==> src/rtl/ptd_pkg.sv <==
// Package for the trial-division primality tester: widths and sequencer states.
package ptd_pkg;

  localparam int NUMBER_WIDTH = 32;
  // Trial divisors never pass 2^(NUMBER_WIDTH/2) + 1.
  localparam int DIV_W = NUMBER_WIDTH / 2 + 1;
  // Running square of the divisor, one bit above the number.
  localparam int SQ_W = NUMBER_WIDTH + 1;
  localparam int CNT_W = $clog2(NUMBER_WIDTH);

  typedef enum logic [1:0] {
    ST_IDLE,
    ST_CHECK,
    ST_DIV
  } ptd_state_t;

endpackage

==> src/rtl/prime_trial_division.sv <==
// Primality test by trial division using a single bit-serial remainder unit.
//
// Usage: present a number on in_number and raise start while busy is low; the
// transaction is taken at that clock edge. Exactly one result follows: out_valid
// is high for one cycle with out_is_prime, and the receiver cannot stall it.
// A new start is taken in the same cycle that out_valid is shown.
// Zero, one, two, three and even numbers answer in the cycle after the
// transaction. Odd numbers of five and above try the odd divisors from 3 up
// while the divisor square stays within the number. Each divisor costs a
// bound check in ST_CHECK and then a pass through the restoring remainder
// unit in ST_DIV, one quotient bit per cycle. Composite odd numbers stop at
// their smallest factor.
// For odd numbers of five and above, busy is high while the test runs and low
// again when out_valid is shown; numbers settled without the divider never
// raise it. Reset (rst_n low, synchronous) returns the sequencer to idle and
// drops any test in progress without producing its result.
module prime_trial_division
  import ptd_pkg::*;
(
  input  logic                    clk,
  input  logic                    rst_n,
  input  logic                    start,
  output logic                    busy,
  input  logic [NUMBER_WIDTH-1:0] in_number,
  output logic                    out_valid,
  output logic                    out_is_prime
);

  ptd_state_t state_r, state_nxt;

  logic [NUMBER_WIDTH-1:0] n_r, n_nxt;
  logic [DIV_W-1:0]        d_r, d_nxt;
  logic [SQ_W-1:0]         sq_r, sq_nxt;
  logic [DIV_W-1:0]        rem_r, rem_nxt;
  logic [CNT_W-1:0]        cnt_r, cnt_nxt;
  logic                    out_valid_r, out_valid_nxt;
  logic                    out_is_prime_r, out_is_prime_nxt;

  logic                    accept;
  logic                    small_num;
  logic                    bound_over;
  logic [DIV_W:0]          rem_sh;
  logic                    rem_ge;
  logic [DIV_W-1:0]        rem_step;
  logic                    div_last;

  assign busy         = (state_r != ST_IDLE);
  assign accept       = start && !busy;
  assign out_valid    = out_valid_r;
  assign out_is_prime = out_is_prime_r;

  // Numbers below five or even are settled without the divider.
  assign small_num  = (in_number < NUMBER_WIDTH'(5)) || !in_number[0];
  assign bound_over = (sq_r > {1'b0, n_r});

  // One restoring step: bring in the next number bit, subtract if it fits.
  assign rem_sh   = {rem_r, n_r[cnt_r]};
  assign rem_ge   = (rem_sh >= {1'b0, d_r});
  assign rem_step = rem_ge ? DIV_W'(rem_sh - {1'b0, d_r}) : DIV_W'(rem_sh);
  assign div_last = (cnt_r == '0);

  // Next state
  always_comb begin
    state_nxt = state_r;
    unique case (state_r)
      ST_IDLE: begin
        if (accept && !small_num) state_nxt = ST_CHECK;
      end
      ST_CHECK: begin
        state_nxt = bound_over ? ST_IDLE : ST_DIV;
      end
      ST_DIV: begin
        if (div_last) state_nxt = (rem_step == '0) ? ST_IDLE : ST_CHECK;
      end
      default: state_nxt = ST_IDLE;
    endcase
  end

  // Datapath and outputs
  always_comb begin
    n_nxt            = n_r;
    d_nxt            = d_r;
    sq_nxt           = sq_r;
    rem_nxt          = rem_r;
    cnt_nxt          = cnt_r;
    out_valid_nxt    = 1'b0;
    out_is_prime_nxt = out_is_prime_r;
    unique case (state_r)
      ST_IDLE: begin
        if (accept) begin
          n_nxt  = in_number;
          d_nxt  = DIV_W'(3);
          sq_nxt = SQ_W'(9);
          if (small_num) begin
            out_valid_nxt    = 1'b1;
            out_is_prime_nxt = (in_number == NUMBER_WIDTH'(2)) ||
                               (in_number == NUMBER_WIDTH'(3));
          end
        end
      end
      ST_CHECK: begin
        rem_nxt = '0;
        cnt_nxt = CNT_W'(NUMBER_WIDTH - 1);
        if (bound_over) begin
          out_valid_nxt    = 1'b1;
          out_is_prime_nxt = 1'b1;
        end
      end
      ST_DIV: begin
        rem_nxt = rem_step;
        cnt_nxt = cnt_r - CNT_W'(1);
        if (div_last) begin
          if (rem_step == '0) begin
            out_valid_nxt    = 1'b1;
            out_is_prime_nxt = 1'b0;
          end else begin
            // Advance to the next odd divisor: (d+2)^2 = d^2 + 4d + 4.
            d_nxt  = d_r + DIV_W'(2);
            sq_nxt = sq_r + SQ_W'({d_r, 2'b00}) + SQ_W'(4);
          end
        end
      end
      default: ;
    endcase
  end

  always_ff @(posedge clk) begin
    if (!rst_n) begin
      state_r     <= ST_IDLE;
      out_valid_r <= 1'b0;
    end else begin
      state_r     <= state_nxt;
      out_valid_r <= out_valid_nxt;
    end
  end

  always_ff @(posedge clk) begin
    n_r            <= n_nxt;
    d_r            <= d_nxt;
    sq_r           <= sq_nxt;
    rem_r          <= rem_nxt;
    cnt_r          <= cnt_nxt;
    out_is_prime_r <= out_is_prime_nxt;
  end

`ifndef ASSERT_OFF
  a_result_when_idle: assert property (@(posedge clk) disable iff (!rst_n)
    out_valid |-> !busy)
    else $error("result shown while a test is still running");

  a_rem_below_divisor: assert property (@(posedge clk) disable iff (!rst_n)
    (state_r == ST_DIV) |-> (rem_r < d_r))
    else $error("partial remainder not below divisor");

  a_divisor_odd: assert property (@(posedge clk) disable iff (!rst_n)
    (state_r == ST_CHECK) |-> (d_r[0] && (d_r >= DIV_W'(3))))
    else $error("trial divisor not odd or below three");

  a_result_source: assert property (@(posedge clk) disable iff (!rst_n)
    $rose(out_valid) |-> ($past(accept) || $past(state_r == ST_CHECK) ||
                          $past(state_r == ST_DIV)))
    else $error("result without a transaction in progress");
`endif

endmodule

==> config.mk <==
export PLATFORM = sky130hd
export DESIGN_NAME = prime_trial_division
export DESIGN_NICKNAME = d
export VERILOG_FILES = /design/src/rtl/ptd_pkg.sv /design/src/rtl/prime_trial_division.sv
export SDC_FILE = /design/constraint.sdc
export NUM_CORES = 1
export LEC_CHECK = 0
export ABC_AREA = 0
export BUFFER_PORTS_ARGS = -buffer_cell sky130_fd_sc_hd__buf_2
export CORE_ASPECT_RATIO = 1.5
export CORE_MARGIN = 4
export CORE_UTILIZATION = 60
export CTS_CLUSTER_DIAMETER = 60
export DETAILED_ROUTE_END_ITERATION = 16
export GPL_ROUTABILITY_DRIVEN = 0
export HOLD_SLACK_MARGIN = 0.05
export PLACE_DENSITY = 0.78
export SLEW_MARGIN = 20
export SYNTH_ARGS = -nofsm -noshare
export SYNTH_HDL_FRONTEND = slang
export SYNTH_SLANG_ARGS = --single-unit
==> constraint.sdc <==
create_clock -name clk -period 11.2 [get_ports clk]
set_clock_uncertainty 0.15 [all_clocks]
set_input_delay 2.24 -clock clk [delete_from_list [all_inputs] [get_ports clk]]
set_output_delay 2.24 -clock clk [all_outputs]
set_load 0.03 [all_outputs]
# Word level (Yosys, flattened, before mapping)

Index checks and enable logic that the tools add are counted.

Register bits after elaboration: 108
Input port bits: 35
Logic and storage cells: 76

Add/sub/neg operators: 5
$lt $le $gt $ge: 4
Equal/unequal tests: 11
Multiplexer cells: 30
Reductions and logical operators: 18

Operator list:

| kind                                                 | number |
|---|---|
| two-way mux 33 bit                                   | 3 |
| two-way mux 17 bit                                   | 4 |
| one-hot mux 17 bit (2 select lines)                  | 2 |
| one-hot mux 33 bit (2 select lines)                  | 1 |
| == test 32 x 2 -> 1 bit (second input constant)      | 2 |
| adder 33 x 19 -> 33 bit                              | 1 |
| adder 33 x 3 -> 33 bit (second input constant)       | 1 |
| greater-than comparator 33 x 32 -> 1 bit             | 1 |
| < comparator 32 x 3 -> 1 bit (second input constant) | 1 |
| greater-or-equal comparator 18 x 17 -> 1 bit         | 1 |
| adder 17 x 2 -> 17 bit (second input constant)       | 1 |
| zero test 17 bit                                     | 1 |
| subtractor 17 bit                                    | 1 |
| inequality test 2 bit (second input constant)        | 7 |
| two-way mux 1 bit                                    | 12 |
| one-hot mux 5 bit (2 select lines)                   | 1 |
| < comparator 5 x 6 -> 1 bit (second input constant)  | 1 |
| two-way mux 2 bit                                    | 3 |
| one-hot mux 1 bit (3 select lines)                   | 2 |
| one-hot mux 2 bit (3 select lines)                   | 1 |
| AND reduction 6 bit                                  | 1 |
| nonzero test 2 bit                                   | 3 |
| binary-select mux 1 bit (select 5 bit)               | 1 |
| zero test 5 bit                                      | 1 |
| 10 further kinds                                     | 15 |

# Logic depth before layout (Yosys ltp)

Depth in word-level cells: 8
Gate-level depth with buffers: 16
Depth with buffers taken out: 15

# Least setup slack after synthesis

No wires, ideal clock.

Kind: flip-flop to flip-flop
From: register cnt_r[0]
To: register d_r[10], enable pin
Setup time: 0.411 ns
Arrival time: 5.023 ns
Data required time: 10.639 ns
Setup slack: 5.615 ns
Stages on the path, launching flop included: 17
Clock period less this slack: 5.585 ns
Cells stage by stage: edfxtp_1 -> buf_6 -> mux4_1 -> mux4_2 -> nand2_2 -> o21ai_4 -> fa_1 -> a211oi_1 -> nor4_1 -> nor3_1 -> a311oi_1 -> o31ai_2 -> clkbuf_8 -> nand2_1 -> o21ai_1 -> nand4b_4 -> o31a_1

Word-level cells in the longest chain between the ends: 7
Elaborated cells between the ends (all ways): 10
Classes of those cells: add/sub (1); order compare (1); eq/ne (2); mux (3); reduce/logical (3)

RTL lines:

| what                                                                              | RTL line                                               | text |
|---|---|---|
| start: declaration                                                                | prime_trial_division.sv:35                             | `logic [CNT_W-1:0] cnt_r, cnt_nxt;` |
| start signal: assignment                                                          | prime_trial_division.sv:142                            | `cnt_r <= cnt_nxt;` |
| binary-select mux 1 bit (select 5 bit)                                            | prime_trial_division.sv:57                             | `assign rem_sh = {rem_r, n_r[cnt_r]};` |
| two-way mux 1 bit (not written as such)                                           | prime_trial_division.sv:57                             |  |
| subtractor 17 bit or greater-or-equal comparator 18 x 17 -> 1 bit (tied branches) | prime_trial_division.sv:59, prime_trial_division.sv:58 |  |
| two-way mux 17 bit                                                                | prime_trial_division.sv:59                             | `assign rem_step = rem_ge ? DIV_W'(rem_sh - {1'b0, d_r}) : DIV_W'(rem_sh);` |
| zero test 17 bit                                                                  | prime_trial_division.sv:113                            | `if (rem_step == '0) begin` |
| inequality test 2 bit (no source line)                                            | -                                                      |  |
| AND reduction 4 bit (no source line) (*)                                          | -                                                      |  |
| end signal: assignment                                                            | prime_trial_division.sv:139                            | `d_r <= d_nxt;` |
| end: declaration                                                                  | prime_trial_division.sv:32                             | `logic [DIV_W-1:0] d_r, d_nxt;` |

Every way passes the cells marked *; elsewhere a longest branch is shown, timed or not. The select of a mux whose other input is x is not followed.
A chain may end at the register's enable or synchronous reset.

# Worst setup path in the final report

From: register cnt_r[0]
To: register sq_r[12], enable pin

Word-level cells in the longest chain between the ends: 7
Elaborated cells between the ends (all ways): 10
Classes of those cells: add/sub (1); order compare (1); eq/ne (2); mux (3); reduce/logical (3)

RTL lines:

| what                                                                              | RTL line                                               | text |
|---|---|---|
| binary-select mux 1 bit (select 5 bit)                                            | prime_trial_division.sv:57                             |  |
| two-way mux 1 bit (not written as such)                                           | prime_trial_division.sv:57                             |  |
| subtractor 17 bit or greater-or-equal comparator 18 x 17 -> 1 bit (tied branches) | prime_trial_division.sv:59, prime_trial_division.sv:58 |  |
| two-way mux 17 bit                                                                | prime_trial_division.sv:59                             |  |
| zero test 17 bit                                                                  | prime_trial_division.sv:113                            |  |
| inequality test 2 bit (no source line)                                            | -                                                      |  |
| AND reduction 4 bit (no source line) (*)                                          | -                                                      |  |
| end signal: assignment                                                            | prime_trial_division.sv:140                            | `sq_r <= sq_nxt;` |
| end: declaration                                                                  | prime_trial_division.sv:33                             | `logic [SQ_W-1:0] sq_r, sq_nxt;` |

Marks and branches as above.

==> results.md <==
* Setup crit start: cnt_r[0]$_SDFFCE_PN1P_
* Post-CTS resize count at 0
* Die ar. at 14300 um2
* Initial DRC count at around 330
* TritonCTS clock tree: yes
* Reg2reg setup slack at 5.35 ns
* Wire per inst at 20.0 um
* Port bufs at 37
* I/O pin cnt at 38
* Share of cells above drive strength 1 at 10.5%
* RSZ-0062 raised after global routing: false
* Outcome: finished clean
* Main synth FF type: edfxtp_1
* Die W at around 99 um
* Mean Syn Cell Area at 10.1 um2
* Critical-path top delay cell: mux4_1
* GRT Overall Usage at between 20% and 30%
* Synth cell types at 66
* Critical path required time at ~11 ns
* Crit. End Element: flop
* Cell Pwr Density at a little under 200 nW/um2
* Worst-margin pin slew at approximately 1.0 ns
* Multi-input logic area at between 4000 and 5000 um2
* Syn_nets at 859
* Synth warn at 0
* Total Wirelength at 18.6 mm
* CP startpoint kind: flop
* Worst Setup Slack post-DPL at 5.18 ns
* Total Neg Setup Slack at 0 ns
* First-pass GRT wire length at between 30 and 40 mm
* Root Driver: clkbuf_16
* Peak VDD IR at 82.3 uV
* Critical Path, Cell by Cell: mux4_1 -> mux4_2 -> nand2_2 -> o21ai_4 -> fa_1 -> a211oi_1 -> nor4_1 -> nor3_1 -> a311oi_1 -> o31ai_4 -> buf_4 -> nor2b_1 -> o22ai_1 -> a21oi_1 -> nand4b_4 -> o31a_4
* Highest-count cells in the layout ignoring fill and taps: edfxtp_1 (101), ha_1 (82), inv_1 (76)
* Layout Nets at 891
* FF-to-FF Start: cnt_r[0]$_SDFFCE_PN1P_
* Congestion Overflow GR at 0
* CORE AREA at between 10000 and 15000 um2
* Commonest non-fill, non-tap cell in the layout: edfxtp_1
* Final Worst Setup Slack at 5.35 ns
* Synthesized instance count at 738
* TritonRoute pass-1 iters at 5
* Hold_buf cts at 0
* FILL cells at 938
* Largest net degree at the start of global routing at 55
* CP Buf/Inv Count at 1
* DRC violations left at 0
* Fin. Hold Viols at 0
* Clock Latency Late Sink at 0.36 ns
* # diodes at 0
* Layout Utilization at 67.2%
* Setup bufs post-CTS at 0
* Post-synth EDFFs at 101
* Non-Filler Instances at 928
* Fmax at around 0.17 GHz
* Mapped cell area at 7480 um2
* Final setup fails at 0
* Critical path depth in cells at 16
* Slowest cell delay on critical path at 0.63 ns
* Initial core utilization at 61.9%
* Register area at 3090 um2
* CTS sink count at ~100
* Crit path capture: sq_r[12]$_SDFFCE_PN0P_
* Row count at 49
* Hold_ws at between 0.5 and 0.6 ns
* Min cycle time layout at 5.85 ns
* Clk slew on worst S/H paths at ~0.070 ns
* H-tree depth at 3
* CP arrival at 5.74 ns
* Vias in the first global route at roughly 6100
* Drt via density at 6.25
* Post-DP HPWL at approximately 14 mm
* Crit share post-route at a little over half
* Critical R2R Capture: sq_r[12]$_SDFFCE_PN0P_
* Crit Path Class: reg -> reg
* Maximum clock path buffer count at 2
* Crit Path Max Fanout at 46
* DP Cell Count at 912
* Maxcap violations at 0
* Hold Path Class: reg -> reg
* Worst relative slew slack at 30.5%
* CTS buffer count at 9
* Vias at 5798
* Slew Viols, Final at 0
* Initial antenna violation count at 0
* Worst Reg-to-Reg Cells at 16
* Die Y at 145 um
* Final antenna-violating net count at 0
* P&R area growth vs syn at 8.50%
* Sequential fraction of the synthesis area at 41.4%
* Leakage Power at 3.42 nW
* Family with the most delay on the worst path: compound AO/OA/AOI/OAI gates
* Async SR Flop Fraction at 0%
* #FFs+latches synth at around 100
==> Yosys cell counts, types with 3 or more instances <==
master / n / share of area [%]
mux4_1: 3 / 1.1
a211oi_1: 8 / 0.80
xnor2_1: 35 / 4.1
inv_1: 76 / 3.8
and3_1: 8 / 0.67
o21a_1: 9 / 0.90
xor2_1: 16 / 1.9
o21ai_0: 26 / 1.7
nor4_1: 14 / 1.2
mux2i_1: 7 / 0.94
o211ai_1: 3 / 0.30
nor3b_1: 3 / 0.30
clkbuf_1: 11 / 0.55
a21o_1: 20 / 2.0
nand2_1: 45 / 2.3
a22oi_1: 4 / 0.40
nor3_1: 13 / 0.87
or3_1: 7 / 0.59
buf_2: 3 / 0.20
o21bai_1: 7 / 0.70
a21boi_0: 3 / 0.30
ha_1: 84 / 14
nand3b_1: 3 / 0.30
nor2_1: 75 / 3.8
nand3_1: 20 / 1.3
nand4_1: 16 / 1.3
o31ai_1: 3 / 0.30
mux4_2: 6 / 1.8
and2_1: 8 / 0.67
edfxtp_1: 101 / 41
a21oi_1: 49 / 3.3
nand2b_1: 3 / 0.25
dfxtp_1: 3 / 0.80
nor2b_1: 4 / 0.33
or2_2: 3 / 0.25
a31oi_1: 4 / 0.33
==> report_power, final <==
part	internal [mW]	switching, mW
combinational	0.266	0.403
sequential	0.510	0.0539
clock	0.178	0.156
total	0.954	0.613
==> cells by family (layout without fill, tap and decap cells) <==
kind of cell	after synthesis	after routing	share of synthesized area, %
buffers and inverters	95	132	5.05
AO/OA/AOI/OAI	157	157	13.9
multiplexers	18	18	4.25
AND/OR/NAND/NOR	227	227	14.8
flip-flops	104	104	41.4
XOR/XNOR	51	51	5.97
adder cells (fa/ha/maj)	86	86	14.6
==> per-stage QoR <==
step / instance area [um2] / total power [mW]
global route: 8110 / 1.66
floorplan: 7480 / 1.06
CTS: 8100 / 1.56
detailed placement: 7790 / 1.22
finish: 8110 / 1.57
global placement: 7790 / 1.19
==> metal layers <==
| layer | GRT usage (%) | wire length, um |
|---|---|---|
| met3 | 3.36 | 687 |
| met4 | 16.3 | 1130 |
| met1 | 28.0 | 6670 |
| met2 | 51.3 | 10100 |
| met5 | 0 | 0 |
==> registers in the layout, indices dropped and copies added, names as in the netlist <==
| signal | flops |
|---|---|
| rem_r | 17 |
| n_r | 32 |
| sq_r | 30 |
| cnt_r | 5 |
| out_is_prime | 1 |
| out_valid | 1 |
| d_r | 16 |
| state_r | 2 |
==> how the worst min path moves through the flow <==
stage,start,endpoint,depth (start not counted)
2_1_floorplan,d_r[1]$_SDFFCE_PN1P_,d_r[1]$_SDFFCE_PN1P_,1
3_3_place_gp,rem_r[2]$_SDFFCE_PN0P_,rem_r[3]$_SDFFCE_PN0P_,2
3_5_place_dp,rem_r[4]$_SDFFCE_PN0P_,rem_r[5]$_SDFFCE_PN0P_,2
4_1_cts,rem_r[4]$_SDFFCE_PN0P_,rem_r[5]$_SDFFCE_PN0P_,2
5_1_grt,rem_r[3]$_SDFFCE_PN0P_,rem_r[4]$_SDFFCE_PN0P_,2
6_report,rem_r[4]$_SDFFCE_PN0P_,rem_r[5]$_SDFFCE_PN0P_,2
==> worst register-to-register path: stages (launching register included) <==
cell and delay (ns):
edfxtp_1 0.55, mux4_1 0.63, mux4_2 0.48, nand2_2 0.11, o21ai_4 0.13, fa_1 0.46, a211oi_1 0.34, nor4_1 0.11
nor3_1 0.43, a311oi_1 0.25, o31ai_4 0.26, buf_4 0.37, nor2b_1 0.19, o22ai_1 0.10, a21oi_1 0.23, nand4b_4 0.16
o31a_4 0.55
==> cell type report <==
class | count | share of cell area, %
inverters | 77 | 3.56
multi-input cells | 539 | 49.7
repair buffers | 39 | 2.47
well taps | 153 | 2.36
clock inverters | 7 | 1.05
flip-flops and latches | 104 | 38.1
clock buffers | 9 | 2.78
Note: power is estimated with default switching activity, not from simulation.
